===== config.mk =====
export PLATFORM = sky130hd
export DESIGN_NAME = ascii_hex_frame_decoder
export DESIGN_NICKNAME = d
export VERILOG_FILES = /design/src/hdl/ahfd_pkg.sv /design/src/hdl/ascii_hex_frame_decoder.sv
export SDC_FILE = /design/constraint.sdc
export NUM_CORES = 1
export LEC_CHECK = 0
export BUFFER_PORTS_ARGS = -buffer_cell sky130_fd_sc_hd__buf_2
export CORE_ASPECT_RATIO = 0.9
export CORE_MARGIN = 1.5
export CORE_UTILIZATION = 58
export DETAILED_ROUTE_END_ITERATION = 12
export PLACE_DENSITY = 0.8
export SETUP_SLACK_MARGIN = 0.15
export SYNTH_ARGS = -nofsm -noshare
export SYNTH_HDL_FRONTEND = slang
export SYNTH_SLANG_ARGS = --single-unit
export TNS_END_PERCENT = 1

===== constraint.sdc =====
create_clock -name aclk -period 4.84 [get_ports aclk]
set_input_delay 0.968 -clock aclk [delete_from_list [all_inputs] [get_ports aclk]]
set_output_delay 0.968 -clock aclk [all_outputs]
set_load 0.01 [all_outputs]

===== src/hdl/ahfd_pkg.sv =====
package ahfd_pkg;

    // Widths of the fixed fields.
    localparam int CHAR_W      = 8;
    localparam int LEN_W       = 11;
    localparam int COUNT_W     = 3;
    localparam int AFFIX_W     = 32;
    localparam int CFG_INDEX_W = 3;
    localparam int CFG_DATA_W  = 32;
    localparam int NIBBLE_W    = 4;

    // Longest frame the position counter follows before it saturates.
    localparam int MAX_FRAME_CHARS = 1024;

    // Largest usable prefix or suffix count.
    localparam int MAX_AFFIX_CHARS = 4;
    localparam int AFFIX_LANES     = AFFIX_W / CHAR_W;
    localparam int AFFIX_LIMIT     =
        (MAX_AFFIX_CHARS < AFFIX_LANES) ? MAX_AFFIX_CHARS : AFFIX_LANES;

    // Character codes.
    localparam logic [CHAR_W-1:0] CHAR_0     = 8'h30;
    localparam logic [CHAR_W-1:0] CHAR_9     = 8'h39;
    localparam logic [CHAR_W-1:0] CHAR_UP_A  = 8'h41;
    localparam logic [CHAR_W-1:0] CHAR_UP_F  = 8'h46;
    localparam logic [CHAR_W-1:0] CHAR_LO_A  = 8'h61;
    localparam logic [CHAR_W-1:0] CHAR_LO_F  = 8'h66;
    localparam logic [CHAR_W-1:0] CHAR_DEL   = 8'h7F;

    // Configuration register indexes.
    localparam logic [CFG_INDEX_W-1:0] CFG_DECODE_MODE  = 3'd0;
    localparam logic [CFG_INDEX_W-1:0] CFG_PREFIX_CHARS = 3'd1;
    localparam logic [CFG_INDEX_W-1:0] CFG_PREFIX_COUNT = 3'd2;
    localparam logic [CFG_INDEX_W-1:0] CFG_SUFFIX_CHARS = 3'd3;
    localparam logic [CFG_INDEX_W-1:0] CFG_SUFFIX_COUNT = 3'd4;

    // Reset values of the configuration registers.
    localparam logic [AFFIX_W-1:0] PREFIX_CHARS_RST = 32'h0000_003A;
    localparam logic [COUNT_W-1:0] PREFIX_COUNT_RST = 3'd1;
    localparam logic [AFFIX_W-1:0] SUFFIX_CHARS_RST = 32'h0000_0A0D;
    localparam logic [COUNT_W-1:0] SUFFIX_COUNT_RST = 3'd2;

    function automatic logic is_hex(input logic [CHAR_W-1:0] c);
        return ((c >= CHAR_0) && (c <= CHAR_9)) ||
               ((c >= CHAR_UP_A) && (c <= CHAR_UP_F)) ||
               ((c >= CHAR_LO_A) && (c <= CHAR_LO_F));
    endfunction

    function automatic logic [NIBBLE_W-1:0] nibble_of(input logic [CHAR_W-1:0] c);
        logic [CHAR_W-1:0] v;
        if (c <= CHAR_9) begin
            v = c - CHAR_0;
        end else if (c <= CHAR_UP_F) begin
            v = c - CHAR_UP_A + 8'd10;
        end else begin
            v = c - CHAR_LO_A + 8'd10;
        end
        return v[NIBBLE_W-1:0];
    endfunction

    function automatic logic [COUNT_W-1:0] clamp_count(input logic [COUNT_W-1:0] n);
        logic [COUNT_W-1:0] lim;
        lim = COUNT_W'(AFFIX_LIMIT);
        return (n > lim) ? lim : n;
    endfunction

    // True when c equals one of the first n characters of the packed set.
    function automatic logic in_set(input logic [CHAR_W-1:0]  c,
                                    input logic [AFFIX_W-1:0] chars,
                                    input logic [COUNT_W-1:0] n);
        logic hit;
        hit = 1'b0;
        for (int i = 0; i < AFFIX_LANES; i++) begin
            if ((COUNT_W'(i) < n) && (chars[i*CHAR_W +: CHAR_W] == c)) begin
                hit = 1'b1;
            end
        end
        return hit;
    endfunction

endpackage


===== src/hdl/ascii_hex_frame_decoder.sv =====
// Decoder for ASCII-coded frames. Each accepted character word gives exactly
// one result word in the next cycle, and a new character is accepted in every
// cycle while the result register is empty or being emptied; the single
// result register is what sets this rate of one character per cycle. In
// ASCII mode framing characters pass through at their prefix and suffix
// positions, two adjacent hex digits join into one byte (first digit high),
// and anything else gives a result with byte_valid low and byte_out zero. In
// hex mode every byte passes unchanged. frame_done copies frame_last, which
// also restarts the position count and drops any pending digit.
// Configuration is written through cfg_wr_en, cfg_index and cfg_wdata; the user
// must write it only while the block is idle, which the block does not enforce.
module ascii_hex_frame_decoder #(
    parameter int MAX_FRAME_CHARS = ahfd_pkg::MAX_FRAME_CHARS
) (
    input  logic                              aclk,
    input  logic                              aresetn,

    input  logic                              cfg_wr_en,
    input  logic [ahfd_pkg::CFG_INDEX_W-1:0]  cfg_index,
    input  logic [ahfd_pkg::CFG_DATA_W-1:0]   cfg_wdata,

    input  logic                              s_valid,
    output logic                              s_ready,
    input  logic [ahfd_pkg::CHAR_W-1:0]       s_char_in,
    input  logic [ahfd_pkg::LEN_W-1:0]        s_frame_length,
    input  logic                              s_frame_last,

    output logic                              m_valid,
    input  logic                              m_ready,
    output logic                              m_byte_valid,
    output logic [ahfd_pkg::CHAR_W-1:0]       m_byte_out,
    output logic                              m_frame_done
);
    import ahfd_pkg::*;

    localparam int POS_W = (MAX_FRAME_CHARS > 2) ? $clog2(MAX_FRAME_CHARS) : 1;
    localparam int CMP_W = ((POS_W > LEN_W) ? POS_W : LEN_W) + 1;
    localparam logic [POS_W-1:0] POS_MAX = POS_W'(MAX_FRAME_CHARS - 1);

    // Configuration registers.
    logic                decode_mode_reg;
    logic [AFFIX_W-1:0]  prefix_chars_reg;
    logic [COUNT_W-1:0]  prefix_count_reg;
    logic [AFFIX_W-1:0]  suffix_chars_reg;
    logic [COUNT_W-1:0]  suffix_count_reg;

    // Decoder state.
    logic [NIBBLE_W-1:0] held_digit_reg, held_digit_next;
    logic                held_valid_reg, held_valid_next;
    logic [POS_W-1:0]    pos_reg, pos_next;

    // Result register.
    logic                m_valid_reg;
    logic                byte_valid_reg, byte_valid_next;
    logic [CHAR_W-1:0]   byte_out_reg, byte_out_next;
    logic                frame_done_reg;

    logic                accept;
    logic                digit;
    logic [NIBBLE_W-1:0] digit_value;
    logic [COUNT_W-1:0]  pc;
    logic [COUNT_W-1:0]  sc;
    logic [CMP_W-1:0]    pos_ext;
    logic [CMP_W-1:0]    len_ext;
    logic [CMP_W-1:0]    sc_ext;
    logic                prefix_hit;
    logic                suffix_hit;
    logic                framing_ok;

    assign s_ready = !m_valid_reg || m_ready;
    assign accept  = s_valid && s_ready;

    assign m_valid      = m_valid_reg;
    assign m_byte_valid = byte_valid_reg;
    assign m_byte_out   = byte_out_reg;
    assign m_frame_done = frame_done_reg;

    always_comb begin
        digit       = is_hex(s_char_in);
        digit_value = nibble_of(s_char_in);
        pc          = clamp_count(prefix_count_reg);
        sc          = clamp_count(suffix_count_reg);
        pos_ext     = CMP_W'(pos_reg);
        len_ext     = CMP_W'(s_frame_length);
        sc_ext      = CMP_W'(sc);

        prefix_hit = in_set(s_char_in, prefix_chars_reg, pc) &&
                     (pos_ext < CMP_W'(pc));
        // The suffix window only exists when the frame is at least as long
        // as the suffix.
        suffix_hit = in_set(s_char_in, suffix_chars_reg, sc) &&
                     (len_ext >= sc_ext) && (pos_ext >= (len_ext - sc_ext));
        framing_ok = (s_char_in < CHAR_DEL) && (prefix_hit || suffix_hit);

        held_valid_next = 1'b0;
        held_digit_next = '0;
        byte_valid_next = 1'b0;
        byte_out_next   = '0;

        if (!decode_mode_reg) begin
            byte_valid_next = 1'b1;
            byte_out_next   = s_char_in;
        end else if (held_valid_reg && digit) begin
            byte_valid_next = 1'b1;
            byte_out_next   = {held_digit_reg, digit_value};
        end else if (framing_ok) begin
            byte_valid_next = 1'b1;
            byte_out_next   = s_char_in;
        end else if (digit && ((pos_ext + CMP_W'(1)) < len_ext) && !s_frame_last) begin
            held_valid_next = 1'b1;
            held_digit_next = digit_value;
        end

        if (s_frame_last) begin
            pos_next        = '0;
            held_valid_next = 1'b0;
            held_digit_next = '0;
        end else if (pos_reg < POS_MAX) begin
            pos_next = pos_reg + POS_W'(1);
        end else begin
            pos_next = pos_reg;
        end
    end

    always_ff @(posedge aclk) begin
        if (!aresetn) begin
            decode_mode_reg  <= 1'b0;
            prefix_chars_reg <= PREFIX_CHARS_RST;
            prefix_count_reg <= PREFIX_COUNT_RST;
            suffix_chars_reg <= SUFFIX_CHARS_RST;
            suffix_count_reg <= SUFFIX_COUNT_RST;
        end else if (cfg_wr_en) begin
            unique case (cfg_index)
                CFG_DECODE_MODE:  decode_mode_reg  <= cfg_wdata[0];
                CFG_PREFIX_CHARS: prefix_chars_reg <= cfg_wdata[AFFIX_W-1:0];
                CFG_PREFIX_COUNT: prefix_count_reg <= cfg_wdata[COUNT_W-1:0];
                CFG_SUFFIX_CHARS: suffix_chars_reg <= cfg_wdata[AFFIX_W-1:0];
                CFG_SUFFIX_COUNT: suffix_count_reg <= cfg_wdata[COUNT_W-1:0];
                default: ;
            endcase
        end
    end

    always_ff @(posedge aclk) begin
        if (!aresetn) begin
            held_digit_reg <= '0;
            held_valid_reg <= 1'b0;
            pos_reg        <= '0;
            m_valid_reg    <= 1'b0;
        end else begin
            if (accept) begin
                held_digit_reg <= held_digit_next;
                held_valid_reg <= held_valid_next;
                pos_reg        <= pos_next;
                m_valid_reg    <= 1'b1;
            end else if (m_ready) begin
                m_valid_reg    <= 1'b0;
            end
        end
    end

    always_ff @(posedge aclk) begin
        if (accept) begin
            byte_valid_reg <= byte_valid_next;
            byte_out_reg   <= byte_out_next;
            frame_done_reg <= s_frame_last;
        end
    end

endmodule


==> impl_metrics.ini, run 1 <==
[status]
status = completed

[cells_and_area]
nNetsFinal = 836
n_antenna_cell = 0
areaGrowthSynthToFinish_pct = 9.59
drive_gt1_frac = 0.128

[synth]
synthCells = 703
synth_edf_count = 10
synthTopCellsByArea = dfxtp_1, nand2_1, a21oi_1
synth_area_leader_cell = dfxtp_1
synth_top_area_share = 0.313
synthArstFlopShare = 0
synth-main-ff-cell = dfxtp_1
synth-seq-cells = 97
yosys.cell_types.count = 53
yosysMostFrequentCell = nand2_1
yosys-top-cells-count = nand2_1, dfxtp_1, a21oi_1, xor2_1, xnor2_1
seq_area_frac_synth = 0.367
synth_nets = 793
ys_warn_count = 0
avgSynthCellArea_sq_um = 7.91
synth.cell_area_sq_um = 5560

[global_routing]
gr-total-overflow = 0
gr-usage-met2 = 0.491
grt_first_pass_wirelength_microns = 22300
grt_antenna_before_repair = 0
grtUsageMet3 = 0.0528
top_usage_layer = met2
grt_pass1_vias = 4715
met1_usage = 0.346
track_usage = 0.278
grt_max_degree = 73

[clock_tree]
cts.repair.resized = 0
h-tree-depth = 3
path_clk_slew_ns = 0.10
insertion_delay_ns = 0.37
post_cts.repair.setup_buffers = 0
cts_buffer_depth = 2
clock_tree.root_cell = clkbuf_8
ctsHoldBuffers = 0
numCtsBuffers = 9
clock-sinks = 97
tritoncts = built

[route]
postRouteWirelength_microns = 13700
drtIter0Drc = 276
drc_errors = 0
routedWlPerCell_microns = 15.7
num_vias = 5055
drt-pass1-iter-count = 5
post_drt_via_cell_ratio = 5.79
ant_nets = 0

[place]
globalplace.congestion = 0.846
io_buffers = 71
dp_slack_ns = 0.397
post-dp-hpwl_microns = 9890

[floorplanning]
io_pins = 72
rows = 33
start_util = 0.604
die-width_microns = 106
coreArea_sq_um = 9210
die_h_microns = 95.9
die_area_sq_um = 10200

[sta]
worstMarginPinSlew_ns = 1.23
relSlewSlack = 0.178
setup_viol = 0
period_needed_ns = 4.02
setup_tns_ns = 0
setup_ws_ns = 0.818
finalCritPeriodShare = 0.831
final-max-slew-violation-count = 0
hold_violations = 0
clock_skew_ns = 0.0118
rsz0062_at_grt = false
fmax_mhz = 249

[setup_path]
critPathCaptureType = register
crit_path_start = s_frame_length[0]
required_ns = 4.95
critPathKind = in2reg
cp.arrival_ns = 4.13
timing.rr.start = suffix_count_reg[0]
path_max_fanout = 8
start_kind = input port

[power]
power.density_nw_per_um2 = 258
p_total_w = 0.00157
leakage_nw = 2.47
peakVddDrop_mv = 0.163

[min_path]
hold_start = prefix_chars_reg[18]
worstHoldPathType = reg2reg

[run]
maxCapViolCount = 0
==> logic make-up (layout without fill, tap and decap cells) <==
group           count (synthesis)  after routing  synth area share
fa+ha+maj                      30             30            0.0689
compound gates                141            141             0.148
buf+inv                        70            118            0.0529
mux                             6              6            0.0108
xor+xnor                       81             81             0.128
simple gates                  278            278             0.224
flops                          97             97             0.367
==> through the flow <==
stage / utilization / instance area [sq um] / std cells / hold slack [ns]
6_report: 0.662 / 6090 / 873 / 0.471
5_1_grt: 0.662 / 6090 / 873 / 0.496
4_1_cts: 0.662 / 6090 / 873 / 0.471
3_5_place_dp: 0.641 / 5900 / 857 / 0.456
3_3_place_gp: 0.641 / 5900 / 857 / 0.449
2_1_floorplan: - / 5560 / 703 / 0.425
==> worst paths after layout <==
path              slack (ns)  depth (start not counted)                    to
setup / recovery        0.82                         15         m_byte_out[3]
hold / removal          0.47                          2  prefix_chars_reg[18]
setup reg to reg        1.02                         14         m_byte_out[3]
hold reg to reg         0.47                          2  prefix_chars_reg[18]
==> where the power goes <==
group	switching (W)	internal [W]
logic	0.000135	0.0000862
registers	0.0000126	0.000832
clock network	0.000310	0.000197
total	0.000458	0.00112
==> worst max-delay path, cell delays in order <==
cell	delay, ns
buf_2	0.10
inv_1	0.05
ha_1	0.16
inv_1	0.06
fa_1	0.41
a211oi_1	0.60
nor2b_1	0.25
xnor2_1	0.09
ha_1	0.19
a2111oi_0	0.29
o21ai_0	0.14
a21o_1	0.17
o211ai_1	0.16
o31a_1	0.35
o21ai_1	0.13
==> metal layers <==
layer	vias to the layer above	wire length (microns)
met1	2396	5820
met5	-	0
li1	2469	-
met3	22	830
met2	168	6770
met4	0	248
==> cells in the final DEF, fill, tap and decap left out, drive strengths merged, types with 3 or more instances in the layout <==
master	count
or4	5
nand2	161
nor2b	6
edfxtp	10
nand3	22
xor2	42
nand3b	5
o31ai	4
nor2	28
xnor2	39
mux2i	6
a211oi	4
inv	31
o21ai	24
buf	74
nor4	10
a21oi	80
ha	29
or3	4
a21o	3
nand4	9
nor3b	3
a22oi	5
clkbuf	9
dfxtp	87
and3	3
nor3	14
==> final cells by class <==
class,instances,area (sq um)
sequential,97,2040
clock buffer,9,124
clock inverter,7,65.1
tap,122,153
fill,800,3120
inverter,28,105
timing repair buffer,74,378
multi-input combinational,536,3230
(Power assumes the default switching activity.)
==> run 2, diff against run 1 <==
ABC_AREA = 1   (was not set)
CORE_UTILIZATION = 53   (was 58)
PLACE_DENSITY = 0.77   (was 0.8)
clock period = 3.59 ns   (was 4.84 ns; I/O delays follow)
==> run 2 against run 1 <==
Compared with the run above: synthesized area increased by 3.8%; hold slack worse by 0.0010 ns; largest power group unchanged; critical endpoint is now m_byte_out[1]; critical path type is now reg2reg; sequential power rose by 36%; final area grew 5.7%.
==> impl_metrics.ini, run 2 <==
[setup_path]
cpMaxStageDelayCell = dfxtp_1
critPathCaptureType = register
timing.rr.start = suffix_count_reg[2]
crit_path_start = suffix_count_reg[2]
path_buf_inv = 2
r2r_slack_ns = 0.47
cp_top_family = simple AND/OR/NAND/NOR gates
slowest_delay_ns = 0.33
crit_chain = inv_1 -> nand2_1 -> ha_1 -> a21oi_1 -> o21bai_1 -> nor2_1 -> nand2_1 -> xor2_1 -> inv_1 -> ha_1 -> nand2_1 -> nor2_1 -> a211oi_1 -> nand2_1 -> nand2_1 -> nand2_1 -> nand2_2 -> nand2_4 -> nand4_1 -> a21oi_1
crit_top_cell = nand2_1
critPathKind = reg2reg
required_ns = 3.68
reg2reg_depth = 20
cp.arrival_ns = 3.21
reg2reg_to = m_byte_out[1]
start_kind = register
path_max_fanout = 8

[cells_and_area]
final_cell_mix = nand2_1, nor2_1, dfxtp_1
fin_area_sq_um = 6440
layout_commonest_cell = nand2_1
nNetsFinal = 960
areaGrowthSynthToFinish_pct = 11.6
register_area_sq_um = 2040
fillers = 976
multi_input_area_sq_um = 3180
drive_gt1_frac = 0.151

[synth]
synth-main-ff-cell = dfxtp_1
synth_area_leader_cell = dfxtp_1
synth-seq-cells = 97
yosys-top-cells-count = nand2_1, nor2_1, dfxtp_1, inv_1, a21oi_1
yosysMostFrequentCell = nand2_1
synthTopCellsByArea = dfxtp_1, nand2_1, nor2_1
ys_warn_count = 0
synth_nets = 905
synthCells = 815
synth_top_area_share = 0.302
synth_edf_count = 10
avgSynthCellArea_sq_um = 7.08
seq_area_frac_synth = 0.354
synth.cell_area_sq_um = 5770
yosys.cell_types.count = 42
synthArstFlopShare = 0

[clock_tree]
post_cts.repair.setup_buffers = 0
h-tree-depth = 3
numCtsBuffers = 9
path_clk_slew_ns = 0.07
ctsHoldBuffers = 0
insertion_delay_ns = 0.35
clock-sinks = 97
clock_tree.root_cell = clkbuf_16
cts.repair.resized = 0
tritoncts = built
cts_buffer_depth = 2

[floorplanning]
coreArea_sq_um = 10400
die_area_sq_um = 11500
start_util = 0.554
io_pins = 72
rows = 35
die-width_microns = 113
die_h_microns = 102

[power]
power.density_nw_per_um2 = 379
cellInternalPower_w = 0.00178
switchingPower_w = 0.000659
p_clk_frac = 0.385
p_comb_frac = 0.142
leakage_nw = 2.98
seq_power_share = 0.473
peakVddDrop_mv = 0.294
netSwitchingFraction = 0.270

[route]
postRouteWirelength_microns = 14900
drt-pass1-iter-count = 6
num_vias = 5465
drc_errors = 0
post_drt_via_cell_ratio = 5.44
ant_nets = 0
drtIter0Drc = 401
routedWlPerCell_microns = 14.8

[min_path]
worstHoldPathType = reg2reg
hold_depth = 2
hold_start = prefix_chars_reg[0]
min_to = prefix_chars_reg[0]

[sta]
holdWs_ns = 0.470
setup_viol = 0
clock_skew_ns = 0.0125
hold_violations = 0
period_needed_ns = 3.12
final-max-slew-violation-count = 0
worstMarginPinSlew_ns = 0.678
rsz0062_at_grt = false
fmax_mhz = 321
finalCritPeriodShare = 0.869
relSlewSlack = 0.547
setup_tns_ns = 0

[global_routing]
grt_first_pass_wirelength_microns = 24500
grt_antenna_before_repair = 1
grt_pass1_vias = 5027
grt_max_degree = 68
gr-total-overflow = 0
track_usage = 0.267

[place]
globalplace.congestion = 0.863
io_buffers = 71
post-dp-hpwl_microns = 10600
placed_area_sq_um = 6150

[run]
maxCapViolCount = 0

[status]
status = completed
==> run 2: cell count changes in the layout (fill, tap and decap cells not counted), moves of 7 or more <==
cell / before / now
inv_2: 1 / 12
o21ai_0: 15 / 72
inv_1: 27 / 82
nor4_1: 10 / 2
o22ai_1: 0 / 9
nand4_1: 9 / 17
xor2_1: 42 / 23
clkbuf_16: 0 / 9
nand2_1: 161 / 152
xnor2_1: 39 / 14
nor3_1: 14 / 7
nor2_1: 27 / 114
==> run 2: logic make-up (layout without fill, tap and decap cells) <==
kind of cell	Yosys count	count (layout)	share of synthesized area
AND/OR/NAND/NOR	337	337	0.250
AO/OA/AOI/OAI	186	186	0.180
buffers and inverters	128	188	0.0945
adder cells (fa/ha/maj)	30	30	0.0663
other	0	1	0
XOR/XNOR	37	37	0.0561
flip-flops	97	97	0.354
==> run 2: power groups by stage <==
stage | registers (W) | logic, W | clock network, W
global route | 0.00116 | 0.000389 | 0.000978
CTS | 0.00115 | 0.000343 | 0.000941
detailed placement | 0.00118 | 0.000340 | 0
finish | 0.00115 | 0.000347 | 0.000939
floorplan | 0.00118 | 0.000231 | 0
global placement | 0.00118 | 0.000336 | 0
==> run 2: tightest hold or removal path: stages (launching register included) <==
cell and delay [ns]:
dfxtp_1 0.31, inv_1 0.06, a21oi_1 0.05
==> run 2: cell type report <==
cell class,count,share of cell area
Sequential cell,97,0.317
Clock buffer,12,0.0414
Multi-Input combinational cell,590,0.494
Timing Repair Buffer,76,0.0610
Inverter,96,0.0567
Clock inverter,4,0.00389
Antenna cell,1,0.000389
Tap cell,129,0.0251
==> run 2: worst max-delay path by stage <==
| stage | end | slack [ns] | cells after the start |
|---|---|---|---|
| floorplan | m_byte_out[1] | 0.68 | 21 |
| global placement | m_byte_out[1] | 0.34 | 19 |
| detailed placement | m_byte_out[0] | 0.28 | 19 |
| CTS | m_byte_out[0] | 0.47 | 19 |
| global route | held_digit_reg[1] | 0.21 | 24 |
| finish | m_byte_out[1] | 0.47 | 20 |
==> run 2: metrics by stage <==
| stage | instances | power [W] | setup WS [ns] | utilization |
|---|---|---|---|---|
| after floorplan | 815 | 0.00141 | 0.677 | - |
| after global placement | 988 | 0.00151 | 0.336 | 0.590 |
| after detailed placement | 988 | 0.00152 | 0.275 | 0.590 |
| after CTS | 1004 | 0.00244 | 0.471 | 0.618 |
| after global routing | 1005 | 0.00252 | 0.208 | 0.618 |
| final | 1005 | 0.00244 | 0.471 | 0.618 |
==> run 2: per-layer routing <==
metal / GRT usage / vias up / routed length, microns
li1: - / 2779 / -
met1: 0.368 / 2462 / 7110
met2: 0.431 / 195 / 6540
met3: 0.0474 / 29 / 955
met4: 0.0808 / 0 / 293
met5: 0 / - / 0
